`src/rtl/bcd_clock_sync_timestamp_core_defines.svh`:
```
// Assertion macros for the timestamp core RTL.
// Expects signals named clk and rst in the scope of use.
`ifndef BCD_CLOCK_SYNC_TIMESTAMP_CORE_DEFINES_SVH
`define BCD_CLOCK_SYNC_TIMESTAMP_CORE_DEFINES_SVH

// Same-cycle implication, ignored during reset.
`define BCST_ASSERT_NOW(lbl, ante, cons, msg) \
  lbl: assert property (@(posedge clk) disable iff (rst) (ante) |-> (cons)) else $error(msg);

// Next-cycle implication, ignored during reset.
`define BCST_ASSERT_NEXT(lbl, ante, cons, msg) \
  lbl: assert property (@(posedge clk) disable iff (rst) (ante) |=> (cons)) else $error(msg);

`endif

```
`src/rtl/bcst_pkg.sv`:
```
// Shared types, constants and decode functions of the timestamp core.
// No dependencies.
package bcst_pkg;

  localparam int unsigned FREQ_W = 25;
  localparam int unsigned SECS_W = 32;
  localparam int unsigned OFFS_W = 48;
  localparam int unsigned TS_W   = 44;
  localparam logic [FREQ_W-1:0] FREQ_RESET = 25'd32768;

  localparam logic OP_SYNC  = 1'b0;
  localparam logic OP_QUERY = 1'b1;

  typedef struct packed {
    logic              op;
    logic              status;
    logic [SECS_W-1:0] secs;
  } sync_info_t;

  typedef enum logic [1:0] {ST_IDLE, ST_DIV, ST_UPD, ST_TS} back_state_t;

  function automatic logic [7:0] bcd_value(input logic [7:0] b);
    return 8'(8'({4'd0, b[7:4]}) * 8'd10) + 8'({4'd0, b[3:0]});
  endfunction

  // Day of a March-based year on which the month starts.
  function automatic logic [8:0] month_doy(input logic [7:0] m);
    logic [8:0] d;
    case (m)
      8'd1:    d = 9'd306;
      8'd2:    d = 9'd337;
      8'd3:    d = 9'd0;
      8'd4:    d = 9'd31;
      8'd5:    d = 9'd61;
      8'd6:    d = 9'd92;
      8'd7:    d = 9'd122;
      8'd8:    d = 9'd153;
      8'd9:    d = 9'd184;
      8'd10:   d = 9'd214;
      8'd11:   d = 9'd245;
      8'd12:   d = 9'd275;
      default: d = 9'd0;
    endcase
    return d;
  endfunction

endpackage

```
`src/rtl/bcst_front.sv`:
```
// Front end: takes a word, decodes the BCD calendar to Unix seconds.
// Depends on bcst_pkg.
module bcst_front import bcst_pkg::*; #(
  parameter int unsigned TICK_BITS = 32
) (
  input  logic                 clk,
  input  logic                 rst,
  input  logic                 push,
  output logic                 full,
  input  logic                 op,
  input  logic [31:0]          tick_count,
  input  logic [7:0]           seconds_bcd,
  input  logic [7:0]           minutes_bcd,
  input  logic [7:0]           hours_bcd,
  input  logic [7:0]           day_bcd,
  input  logic [7:0]           month_bcd,
  input  logic [7:0]           year_bcd,
  input  logic                 q_full,
  output logic                 q_push,
  output logic [TICK_BITS-1:0] q_tick,
  output sync_info_t           q_info
);

  logic                 busy, phase;
  logic                 op_r;
  logic [TICK_BITS-1:0] tick_r;
  logic [7:0]           sec_r, min_r, hour_r, day_r, mon_r, year_r;
  logic [16:0]          days_r;
  logic [17:0]          hms_r;
  logic                 bad_r;

  logic [7:0]  sec_v, min_v, hour_v, day_v, mon_v, year_v;
  logic        early, era4, bad;
  logic [8:0]  yoe;
  logic [1:0]  yoe_c;
  logic [17:0] doe;
  logic [20:0] days_w;
  logic [17:0] hms;
  logic [31:0] secs;

  assign full = busy;

  always_comb begin
    sec_v  = bcd_value(sec_r);
    min_v  = bcd_value(min_r);
    hour_v = bcd_value(hour_r);
    day_v  = bcd_value(day_r);
    mon_v  = bcd_value(mon_r);
    year_v = bcd_value(year_r);
    bad    = (mon_v < 8'd1) || (mon_v > 8'd12);
    early  = (mon_v <= 8'd2);
    era4   = early && (year_v == 8'd0);
    yoe    = era4 ? 9'd399 : (9'(year_v) - 9'(early));
    if (yoe >= 9'd300) begin
      yoe_c = 2'd3;
    end else if (yoe >= 9'd200) begin
      yoe_c = 2'd2;
    end else if (yoe >= 9'd100) begin
      yoe_c = 2'd1;
    end else begin
      yoe_c = 2'd0;
    end
    doe    = 18'(18'(yoe) * 18'd365) + 18'(yoe[8:2]) - 18'(yoe_c) + 18'(month_doy(mon_v));
    // base of era 5 minus the epoch, less one for day-of-month counting from one
    days_w = 21'(doe) + 21'(day_v) + 21'd11016 - (era4 ? 21'd146097 : 21'd0);
    hms    = 18'(18'(hour_v) * 18'd3600) + 18'(18'(min_v) * 18'd60) + 18'(sec_v);
    secs   = 32'(34'(days_r) * 34'd86400 + 34'(hms_r));
  end

  assign q_push        = busy && phase && !q_full;
  assign q_tick        = tick_r;
  assign q_info.op     = op_r;
  assign q_info.status = bad_r;
  assign q_info.secs   = (bad_r || op_r == OP_QUERY) ? '0 : secs;

  always_ff @(posedge clk) begin
    if (rst) begin
      busy  <= 1'b0;
      phase <= 1'b0;
    end else if (!busy) begin
      if (push) begin
        busy  <= 1'b1;
        phase <= 1'b0;
      end
    end else if (!phase) begin
      phase <= 1'b1;
    end else if (!q_full) begin
      busy <= 1'b0;
    end
  end

  always_ff @(posedge clk) begin
    if (!busy && push) begin
      op_r   <= op;
      tick_r <= tick_count[TICK_BITS-1:0];
      sec_r  <= seconds_bcd & 8'h7f;
      min_r  <= minutes_bcd & 8'h7f;
      hour_r <= hours_bcd & 8'h3f;
      day_r  <= day_bcd & 8'h3f;
      mon_r  <= month_bcd & 8'h1f;
      year_r <= year_bcd;
    end
    if (busy && !phase) begin
      days_r <= days_w[16:0];
      hms_r  <= hms;
      bad_r  <= (op_r == OP_SYNC) && bad;
    end
  end

endmodule

```
`src/rtl/bcst_queue.sv`:
```
// Small register queue between front and back ends.
// No dependencies.
module bcst_queue #(
  parameter int unsigned WIDTH = 8,
  parameter int unsigned DEPTH = 2
) (
  input  logic             clk,
  input  logic             rst,
  input  logic             wr,
  input  logic [WIDTH-1:0] wdata,
  output logic             q_full,
  input  logic             rd,
  output logic [WIDTH-1:0] rdata,
  output logic             q_empty
);

  localparam int unsigned AW = (DEPTH > 1) ? $clog2(DEPTH) : 1;
  localparam int unsigned CW = $clog2(DEPTH + 1);

  logic [WIDTH-1:0] mem [DEPTH];
  logic [AW-1:0]    wp, rp;
  logic [CW-1:0]    cnt;

  assign q_full  = (cnt == CW'(DEPTH));
  assign q_empty = (cnt == '0);
  assign rdata   = mem[rp];

  always_ff @(posedge clk) begin
    if (rst) begin
      wp  <= '0;
      rp  <= '0;
      cnt <= '0;
    end else begin
      if (wr) begin
        wp <= (wp == AW'(DEPTH - 1)) ? '0 : wp + AW'(1);
      end
      if (rd) begin
        rp <= (rp == AW'(DEPTH - 1)) ? '0 : rp + AW'(1);
      end
      if (wr && !rd) begin
        cnt <= cnt + CW'(1);
      end else if (rd && !wr) begin
        cnt <= cnt - CW'(1);
      end
    end
  end

  always_ff @(posedge clk) begin
    if (wr) begin
      mem[wp] <= wdata;
    end
  end

endmodule

```
`src/rtl/bcst_back.sv`:
```
// Back end: bit-serial tick divide, offset update and result register.
// Depends on bcst_pkg and the assertion macro header.
`include "bcd_clock_sync_timestamp_core_defines.svh"
module bcst_back import bcst_pkg::*; #(
  parameter int unsigned TICK_BITS = 32
) (
  input  logic                     clk,
  input  logic                     rst,
  input  logic [FREQ_W-1:0]        freq,
  input  logic                     q_empty,
  output logic                     q_pop,
  input  logic [TICK_BITS-1:0]     q_tick,
  input  sync_info_t               q_info,
  output logic                     empty,
  input  logic                     pop,
  output logic [TS_W-1:0]          timestamp_ms,
  output logic [SECS_W-1:0]        unix_seconds,
  output logic signed [OFFS_W-1:0] offset_ms,
  output logic                     status
);

  localparam int unsigned DW = TICK_BITS + 10;
  localparam int unsigned CW = $clog2(DW + 1);

  back_state_t state, state_next;
  sync_info_t  info;
  logic [DW-1:0]             dq;
  logic [FREQ_W-1:0]         rem, div_f;
  logic [CW-1:0]             cnt;
  logic signed [OFFS_W-1:0]  offset;
  logic                      out_valid;
  logic                      load_out;

  logic [FREQ_W:0]    trial;
  logic               qbit;
  logic signed [48:0] ts_sum;

  always_comb begin
    trial  = {rem, dq[DW-1]};
    qbit   = (trial >= {1'b0, div_f});
    ts_sum = $signed({{(49 - DW){1'b0}}, dq}) + $signed({offset[OFFS_W-1], offset});
  end

  always_comb begin
    state_next = state;
    case (state)
      ST_IDLE: if (!q_empty) state_next = ST_DIV;
      ST_DIV:  if (cnt == CW'(1)) state_next = ST_UPD;
      ST_UPD:  state_next = ST_TS;
      ST_TS:   if (!out_valid || pop) state_next = ST_IDLE;
      default: state_next = ST_IDLE;
    endcase
  end

  always_comb begin
    q_pop    = 1'b0;
    load_out = 1'b0;
    case (state)
      ST_IDLE: q_pop = !q_empty;
      ST_TS:   load_out = !out_valid || pop;
      default: begin
        q_pop    = 1'b0;
        load_out = 1'b0;
      end
    endcase
  end

  always_ff @(posedge clk) begin
    if (rst) begin
      state     <= ST_IDLE;
      offset    <= '0;
      out_valid <= 1'b0;
    end else begin
      state <= state_next;
      if (state == ST_UPD && info.op == OP_SYNC && !info.status) begin
        offset <= 48'(42'(info.secs) * 42'd1000) - 48'(dq);
      end
      if (load_out) begin
        out_valid <= 1'b1;
      end else if (pop) begin
        out_valid <= 1'b0;
      end
    end
  end

  always_ff @(posedge clk) begin
    if (q_pop) begin
      info  <= q_info;
      dq    <= DW'({q_tick, 10'd0}) - DW'({q_tick, 4'd0}) - DW'({q_tick, 3'd0});
      rem   <= '0;
      cnt   <= CW'(DW);
      div_f <= (freq == '0) ? FREQ_W'(1) : freq;
    end else if (state == ST_DIV) begin
      // shift the quotient bit in behind the dividend
      rem <= qbit ? FREQ_W'(trial - {1'b0, div_f}) : trial[FREQ_W-1:0];
      dq  <= {dq[DW-2:0], qbit};
      cnt <= cnt - CW'(1);
    end
    if (load_out) begin
      timestamp_ms <= ts_sum[48] ? '0 : ts_sum[TS_W-1:0];
      unix_seconds <= info.secs;
      offset_ms    <= offset;
      status       <= info.status;
    end
  end

  assign empty = !out_valid;

  `BCST_ASSERT_NEXT(a_div_ends, (state == ST_DIV && cnt == CW'(1)), (state == ST_UPD), "divide overran")
  `BCST_ASSERT_NOW(a_rem_below, (state == ST_DIV), (rem < div_f), "remainder not below divisor")
  `BCST_ASSERT_NOW(a_bad_no_secs, (out_valid && status), (unix_seconds == '0), "seconds on bad sync")

endmodule

```
`src/rtl/bcd_clock_sync_timestamp_core.sv`:
```
// Top level of the BCD clock sync and timestamp core.
// Depends on bcst_pkg, bcst_front, bcst_queue and bcst_back.
//
//  channel  | direction | handshake         | words
//  ---------+-----------+-------------------+------------------------------------------
//  input    | in        | push / full       | op, tick_count, *_bcd calendar registers
//  result   | out       | empty / pop       | timestamp_ms, unix_seconds, offset_ms, status
//  config   | in        | cfg_we            | cfg_wdata = tick_frequency
//
// A word passes the front end in three steps (take, calendar decode, seconds
// multiply), then the back end's dequeue, divide, offset update and result load.
// The back end's one-bit-per-cycle divide of ticks*1000 by the frequency sets the
// pace; the front end decodes the next word meanwhile, with a two-entry queue between.
// Reset clears the offset to zero and the frequency to 32768.
// A waiting result holds the back end; words still enter until the queue is full.
module bcd_clock_sync_timestamp_core import bcst_pkg::*; #(
  parameter int unsigned TICK_BITS = 32
) (
  input  logic                     clk,
  input  logic                     rst,
  input  logic                     push,
  output logic                     full,
  input  logic                     op,
  input  logic [31:0]              tick_count,
  input  logic [7:0]               seconds_bcd,
  input  logic [7:0]               minutes_bcd,
  input  logic [7:0]               hours_bcd,
  input  logic [7:0]               day_bcd,
  input  logic [7:0]               month_bcd,
  input  logic [7:0]               year_bcd,
  output logic                     empty,
  input  logic                     pop,
  output logic [TS_W-1:0]          timestamp_ms,
  output logic [SECS_W-1:0]        unix_seconds,
  output logic signed [OFFS_W-1:0] offset_ms,
  output logic                     status,
  input  logic                     cfg_we,
  input  logic [FREQ_W-1:0]        cfg_wdata
);

  localparam int unsigned QW = TICK_BITS + $bits(sync_info_t);

  logic [FREQ_W-1:0]    freq;
  logic                 q_push, q_full, q_pop, q_empty;
  logic [TICK_BITS-1:0] f_tick, b_tick;
  sync_info_t           f_info, b_info;
  logic [QW-1:0]        q_rdata;

  // hold the tick frequency; the user must write it only while idle, the block does not enforce it
  always_ff @(posedge clk) begin
    if (rst) begin
      freq <= FREQ_RESET;
    end else if (cfg_we) begin
      freq <= cfg_wdata;
    end
  end

  bcst_front #(.TICK_BITS(TICK_BITS)) u_front (
    .clk         (clk),
    .rst         (rst),
    .push        (push),
    .full        (full),
    .op          (op),
    .tick_count  (tick_count),
    .seconds_bcd (seconds_bcd),
    .minutes_bcd (minutes_bcd),
    .hours_bcd   (hours_bcd),
    .day_bcd     (day_bcd),
    .month_bcd   (month_bcd),
    .year_bcd    (year_bcd),
    .q_full      (q_full),
    .q_push      (q_push),
    .q_tick      (f_tick),
    .q_info      (f_info)
  );

  bcst_queue #(.WIDTH(QW), .DEPTH(2)) u_queue (
    .clk     (clk),
    .rst     (rst),
    .wr      (q_push),
    .wdata   ({f_tick, f_info}),
    .q_full  (q_full),
    .rd      (q_pop),
    .rdata   (q_rdata),
    .q_empty (q_empty)
  );

  assign b_tick = q_rdata[QW-1 -: TICK_BITS];
  assign b_info = q_rdata[$bits(sync_info_t)-1:0];

  bcst_back #(.TICK_BITS(TICK_BITS)) u_back (
    .clk          (clk),
    .rst          (rst),
    .freq         (freq),
    .q_empty      (q_empty),
    .q_pop        (q_pop),
    .q_tick       (b_tick),
    .q_info       (b_info),
    .empty        (empty),
    .pop          (pop),
    .timestamp_ms (timestamp_ms),
    .unix_seconds (unix_seconds),
    .offset_ms    (offset_ms),
    .status       (status)
  );

endmodule
```
`config.mk`:
```
export PLATFORM = sky130hd
export DESIGN_NAME = bcd_clock_sync_timestamp_core
export DESIGN_NICKNAME = d
export VERILOG_FILES = /design/src/rtl/bcst_pkg.sv /design/src/rtl/bcst_front.sv /design/src/rtl/bcst_queue.sv /design/src/rtl/bcst_back.sv /design/src/rtl/bcd_clock_sync_timestamp_core.sv
export VERILOG_INCLUDE_DIRS = /design/src /design/src/rtl
export SDC_FILE = /design/constraint.sdc
export NUM_CORES = 2
export LEC_CHECK = 0
export BUFFER_PORTS_ARGS = -buffer_cell sky130_fd_sc_hd__buf_2
export CORE_MARGIN = 2
export CORE_UTILIZATION = 50
export CTS_CLUSTER_SIZE = 14
export DETAILED_ROUTE_END_ITERATION = 7
export PLACE_DENSITY = 0.71
export SYNTH_ARGS = -nofsm -noshare
export SYNTH_HDL_FRONTEND = slang
export SYNTH_SLANG_ARGS = --single-unit
```
`constraint.sdc`:
```
create_clock -name clk -period 23.1 [get_ports clk]
set_clock_uncertainty 0.1 [all_clocks]
set_input_delay 1.155 -clock clk [delete_from_list [all_inputs] [get_ports clk]]
set_output_delay 1.155 -clock clk [all_outputs]
set_load 0.005 [all_outputs]
```
# Word level (Yosys, flattened, before mapping)
# Memories as Yosys holds them, arrays and structs flattened. A register that Yosys moved wholly into a read port is not among the register bits.
# Index checks and enable logic that the tools add are counted.
# op_classes
addsub	26
n_bitwise	2
mul	11
n_mux	32
reduce_logical	31
magnitude_cmp	7
eq_ne	8
# op_table
op	n
$mux W42	2
$add A8 B4 Y8	6
$add A43 B43 Y44	1
$sub A42 B42 Y43	1
$sub A42 B35 Y42	1
$sub A42 B36 Y42	1
$mul A32 B7 Y39 const B	1
$add A32 B18 Y32	1
$mux W32	1
$ge A26 B25 Y1	1
$logic_not A25 Y1	1
$mul A17 B10 Y25 const B	1
$mux W25	1
$sub A25 B25 Y25	1
$add A18 B14 Y18	1
$add A18 B8 Y18	1
$mux W9	2
$add A17 B14 Y17 const B	1
$add A17 B7 Y17	1
$add A17 B8 Y17	1
$add A17 B9 Y17	1
$mul A9 B9 Y17 const B	1
$mux W1	17
$sub A17 B17 Y17	1
35 further kinds	70
# word_totals
wordCells	150
in_bits	111
ff_bits	437
ramBits	132
romBits	144
output_inout_bits	127
mem_count	2
# memory_table
name	depth	width	rd	rd_ports_with_merged_regs	write_ports	line_no	text
(name not given)	16	9	1	0	0	bcst_pkg.sv:29	case (m)
u_queue.mem	2	66	1	1	1	bcst_queue.sv:20	logic [WIDTH-1:0] mem [DEPTH];

# Depth between registers and ports, before layout
# depth
depth_word	14
mapped_depth	40
mapped_depth_nobuf	40

# Hierarchy
# A second synthesis with hierarchy kept.
# hier_totals
hier_cells	4258
hier_area_um2	44143.6
# by_module_without_submodules
mod	seq_area_each_um2	cells_per_inst	instances	area_per_inst_um2
bcst_back	8177.8	2571	1	24562.3
bcst_front	3283.1	1379	1	13693.1
bcst_queue	4063.9	227	1	4977.3
bcd_clock_sync_timestamp_core	500.5	81	1	910.9

# Worst setup path before layout
# No wires, ideal clock.
# synth_path
path_kind	reg2reg
startpoint	register u_front.year_r[7]
endpoint	register u_front.days_r[15], data pin
arrival_time_ns	8.375
period_less_slack_ns	8.733
slack_ns	14.367
required_time_ns	22.742
path_stages_with_launch	38
path_buffers	1
setup_time_ns	0.258
path_cell_list	edfxtp_1 ha_1 ha_1 fa_1 nand2_1 nor2_1 nor2_1 mux4_2 nor3b_2 nor2b_1 clkbuf_1 inv_1 ha_1 a21oi_1 nor2b_1 o21ai_0 a21oi_1 or2_2 [... 2 more ...] ha_1 ha_1 inv_1 fa_1 fa_1 fa_1 inv_1 fa_1 a21o_1 a21oi_1 o21bai_1 a21o_1 a21oi_1 o21ai_0 o41ai_1 o21bai_1 a21oi_1 xnor2_1
# synth_between
elab_chain_len	14
word_cells_on_any_way	20
cone_classes	8 x add/sub; 2 x mul; 3 x order compare; 5 x mux; 2 x reduce/logical
# synth_lines
item	line_no	text
start, declared	bcst_front.sv:27	logic [7:0] sec_r, min_r, hour_r, day_r, mon_r, year_r;
start signal, assigned	bcst_front.sv:101	year_r <= year_bcd;
$mul A4 B3 Y7 (*)	bcst_pkg.sv:23	return 8'(8'({4'd0, b[7:4]}) * 8'd10) + 8'({4'd0, b[3:0]});
$add A8 B4 Y8 (*)	bcst_pkg.sv:23	
branches (longest 11 deep; another with $mul A9 B9 Y17)	n/a	
$sub A17 B17 Y17 (*)	bcst_front.sv:65	days_w = 21'(doe) + 21'(day_v) + 21'd11016 - (era4 ? 21'd146097 : 21'd0);
net u_front.days_w[15]	bcst_front.sv:37	logic [20:0] days_w;
end signal, assigned	bcst_front.sv:104	days_r <= days_w[16:0];
end, declared	bcst_front.sv:28	logic [16:0] days_r;
# Mark *: on every way through the listed nets, which the timed path passes.
# A chain may end at the register's enable or synchronous reset.

# Final worst setup path
# Ends and elaborated chain as after synthesis.

==> results.cfg <==
[floorplanning]
fp.dieW_um = 297
io-pin-count = 238
initial_core_util_pct = 50.4
dieArea_um2 = 88200
die_h_um = 297
rows = 107
fp.coreArea_um2 = 85100

[global_routing]
grt_pass1_vias = 29136
antenna_found_initial = 3
gr-total-overflow = 0
gr-usage-met1_pct = 28.6
grt.total_usage_pct = 21.1
grt_max_degree = 91
busiest_layer = met2
grtUsageMet2_pct = 35.3
met3_usage_pct = 3.23
grt_pass1_wl_um = 151000

[timing]
timing.fmax_mhz = 99.8
tns_ps = 0
rsz0062_at_grt = false
fin_crit_ps = 10020
final-max-slew-violation-count = 0
max-slew-margin-rel_pct = 26.2
finalHoldViolCount = 0
tightest_slew_ps = 1110
fin_crit_sh_pct = 43.4
setup_violations = 0

[finish]
antenna_cells = 0
n_fill_cell = 7351
nets = 5091
area.growth.synth_to_final_pct = 10.4
drive_gt1_share_pct = 10.2

[worst_setup_path]
startpoint_type = flop
cp_top_family = adder cells
end_kind = flop
critical_path.slowest_cell = fa_1
path_buf_inv = 4
cp_max_fo = 17
crit_type = flop to flop
arrival_ps = 10290
cp.required_ps = 23370
critPathMaxStageDelay_ps = 560

[logic_synthesis]
synth_area_per_cell_um2 = 10.7
ys_types = 89
yosys_warnings = 0
synthArstFlopShare_pct = 0
synth.net_count = 4897
dominantRegCellSynth = edfxtp_1
synth_seq_area_share_pct = 37.3
synth_area_um2 = 42900
synthCells = 4007
synth_edf_count = 461
synth-seq-cells = 570

[place]
dp_hpwl_um = 72700
io_buffers = 228
place.gp.congestion = 0.924

[clock_network]
clkSinkCount = 570
tritoncts = done
cts_buffers = 66
clk_pin_slew_ps = 60
postCtsHoldBufs = 0
clockRootBuffer = clkbuf_16
post_cts_buffers = 0
postCtsResizedCells = 0
htree_levels = 3
clock_latency_ps = 620
cts_buffer_depth = 3

[detailed_routing]
drt_wl_total_um = 92600
num_vias = 29342
via_per_inst = 5.44
routedWlPerCell_um = 17.2
antenna_left = 0
firstDrtPassIters = 5
drc_errors = 0
drtIter0Drc = 1511

[run]
max_cap_viol_count = 0

[status]
status = complete, no violations

[min_path]
min_path_type = flop to flop
## path summary, 6_finish.rpt
check               startpoint            endpoint  slack (ps)  depth (start not counted)
max          u_front.year_r[7]  u_front.days_r[15]       13080                         37
min          u_front.q_tick[5]  u_queue.mem[0][39]         350                          0
max reg2reg  u_front.year_r[7]  u_front.days_r[15]       13080                         37
min reg2reg  u_front.q_tick[5]  u_queue.mem[0][39]         350                          0
## logic make-up after synthesis
group	share of synthesized area, %
multiplexers	2.72
buffers and inverters	4.85
flip-flops	37.3
other	0.00873
adder cells (fa/ha/maj)	27.2
AND/OR/NAND/NOR	9.66
XOR/XNOR	5.53
AO/OA/AOI/OAI	12.7
## final cells by class
type	instances	area [µm²]	share of cell area (%)
Timing Repair Buffer	246	1280	2.69
Multi-Input combinational cell	2890	24900	52.5
Clock buffer	82	1810	3.81
Inverter	427	1600	3.38
Sequential cell	570	16000	33.8
Clock inverter	36	375	0.792
Tap cell	1144	1430	3.02
## through the flow
step / cells / util, % / hold slack (ps) / setup slack (ps) / instance area (µm²)
floorplan: 4007 / - / 300 / 14370 / 42900
global placement: 5277 / 53.1 / 326 / 13180 / 45200
detailed placement: 5277 / 53.1 / 335 / 13090 / 45200
CTS: 5395 / 55.7 / 352 / 13080 / 47400
global route: 5395 / 55.7 / 360 / 12550 / 47400
finish: 5395 / 55.7 / 347 / 13080 / 47400
## synth_stat cells (8+ instances only)
cell | count | area share [%]
inv_1 | 425 | 3.7
clkbuf_1 | 96 | 0.84
o211ai_1 | 16 | 0.28
a31oi_1 | 36 | 0.52
ha_1 | 519 | 15
o21ai_0 | 174 | 2.0
nand2_1 | 255 | 2.2
xor2_1 | 89 | 1.8
dfxtp_1 | 109 | 5.1
nand4_1 | 30 | 0.44
mux2_2 | 36 | 0.94
o31ai_1 | 17 | 0.30
nor2_1 | 252 | 2.2
buf_2 | 8 | 0.093
nor2b_1 | 35 | 0.51
and2_1 | 32 | 0.47
and3_1 | 32 | 0.47
a21o_1 | 129 | 2.3
mux2i_1 | 74 | 1.7
o21a_1 | 25 | 0.44
xnor2_1 | 182 | 3.7
a211oi_1 | 24 | 0.42
or2_2 | 15 | 0.22
o21bai_1 | 37 | 0.65
nand3_1 | 65 | 0.76
a311oi_1 | 10 | 0.20
or3_1 | 22 | 0.32
fa_1 | 260 | 12
nor4_1 | 9 | 0.13
o2111ai_1 | 8 | 0.16
edfxtp_1 | 461 | 32
a211o_1 | 9 | 0.18
buf_1 | 11 | 0.096
nor3_1 | 58 | 0.68
a31o_2 | 9 | 0.18
o21ai_1 | 8 | 0.093
a21oi_1 | 273 | 3.2
nand2b_1 | 24 | 0.35
## metal layers
layer	part of all wire, %	wire, µm
met4	2.4	2210
met3	4.7	4390
met5	0.014	13
met2	47	43300
met1	46	42700
## layout by cell type (no fill, tap or decap), types with 30 or more instances in the layout
cell type,synthesis,final
fa_1,260,260
nand4_1,30,30
a31oi_1,36,36
a21oi_1,273,272
xnor2_1,182,182
nor2_1,252,251
dfxtp_1,109,108
nor3_1,58,58
xor2_1,89,89
o21bai_1,37,37
edfxtp_1,461,461
mux2_2,36,36
and2_1,32,31
nor2b_1,35,32
inv_1,425,425
and3_1,32,32
a21o_1,129,129
clkbuf_16,0,70
buf_2,8,228
nand3_1,65,65
o21ai_0,174,174
mux2i_1,74,74
nand2_1,255,254
ha_1,519,519
## sequential cells by signal, indices dropped and copies added, names as in the netlist, 2 cells and up, named ones only
register and count:
u_back.timestamp_ms 44, u_queue.mem 132, u_back.div_f 25, u_back.offset_ms 43, u_front.min_r 7, u_back.unix_seconds 32, u_front.days_r 17, u_back.rem 25
u_front.hms_r 18, u_front.day_r 6, u_front.year_r 8, u_front.q_tick 32, u_back.offset 43, u_back.info 34, u_back.dq 42, u_back.state 2
u_back.cnt 6, u_front.hour_r 6, u_front.mon_r 5, u_front.sec_r 7, freq 25, u_queue.cnt 2
Power is left out: the tool's default activity adds up to more than one toggle a clock period on the data nets, which glitch-free logic cannot reach.
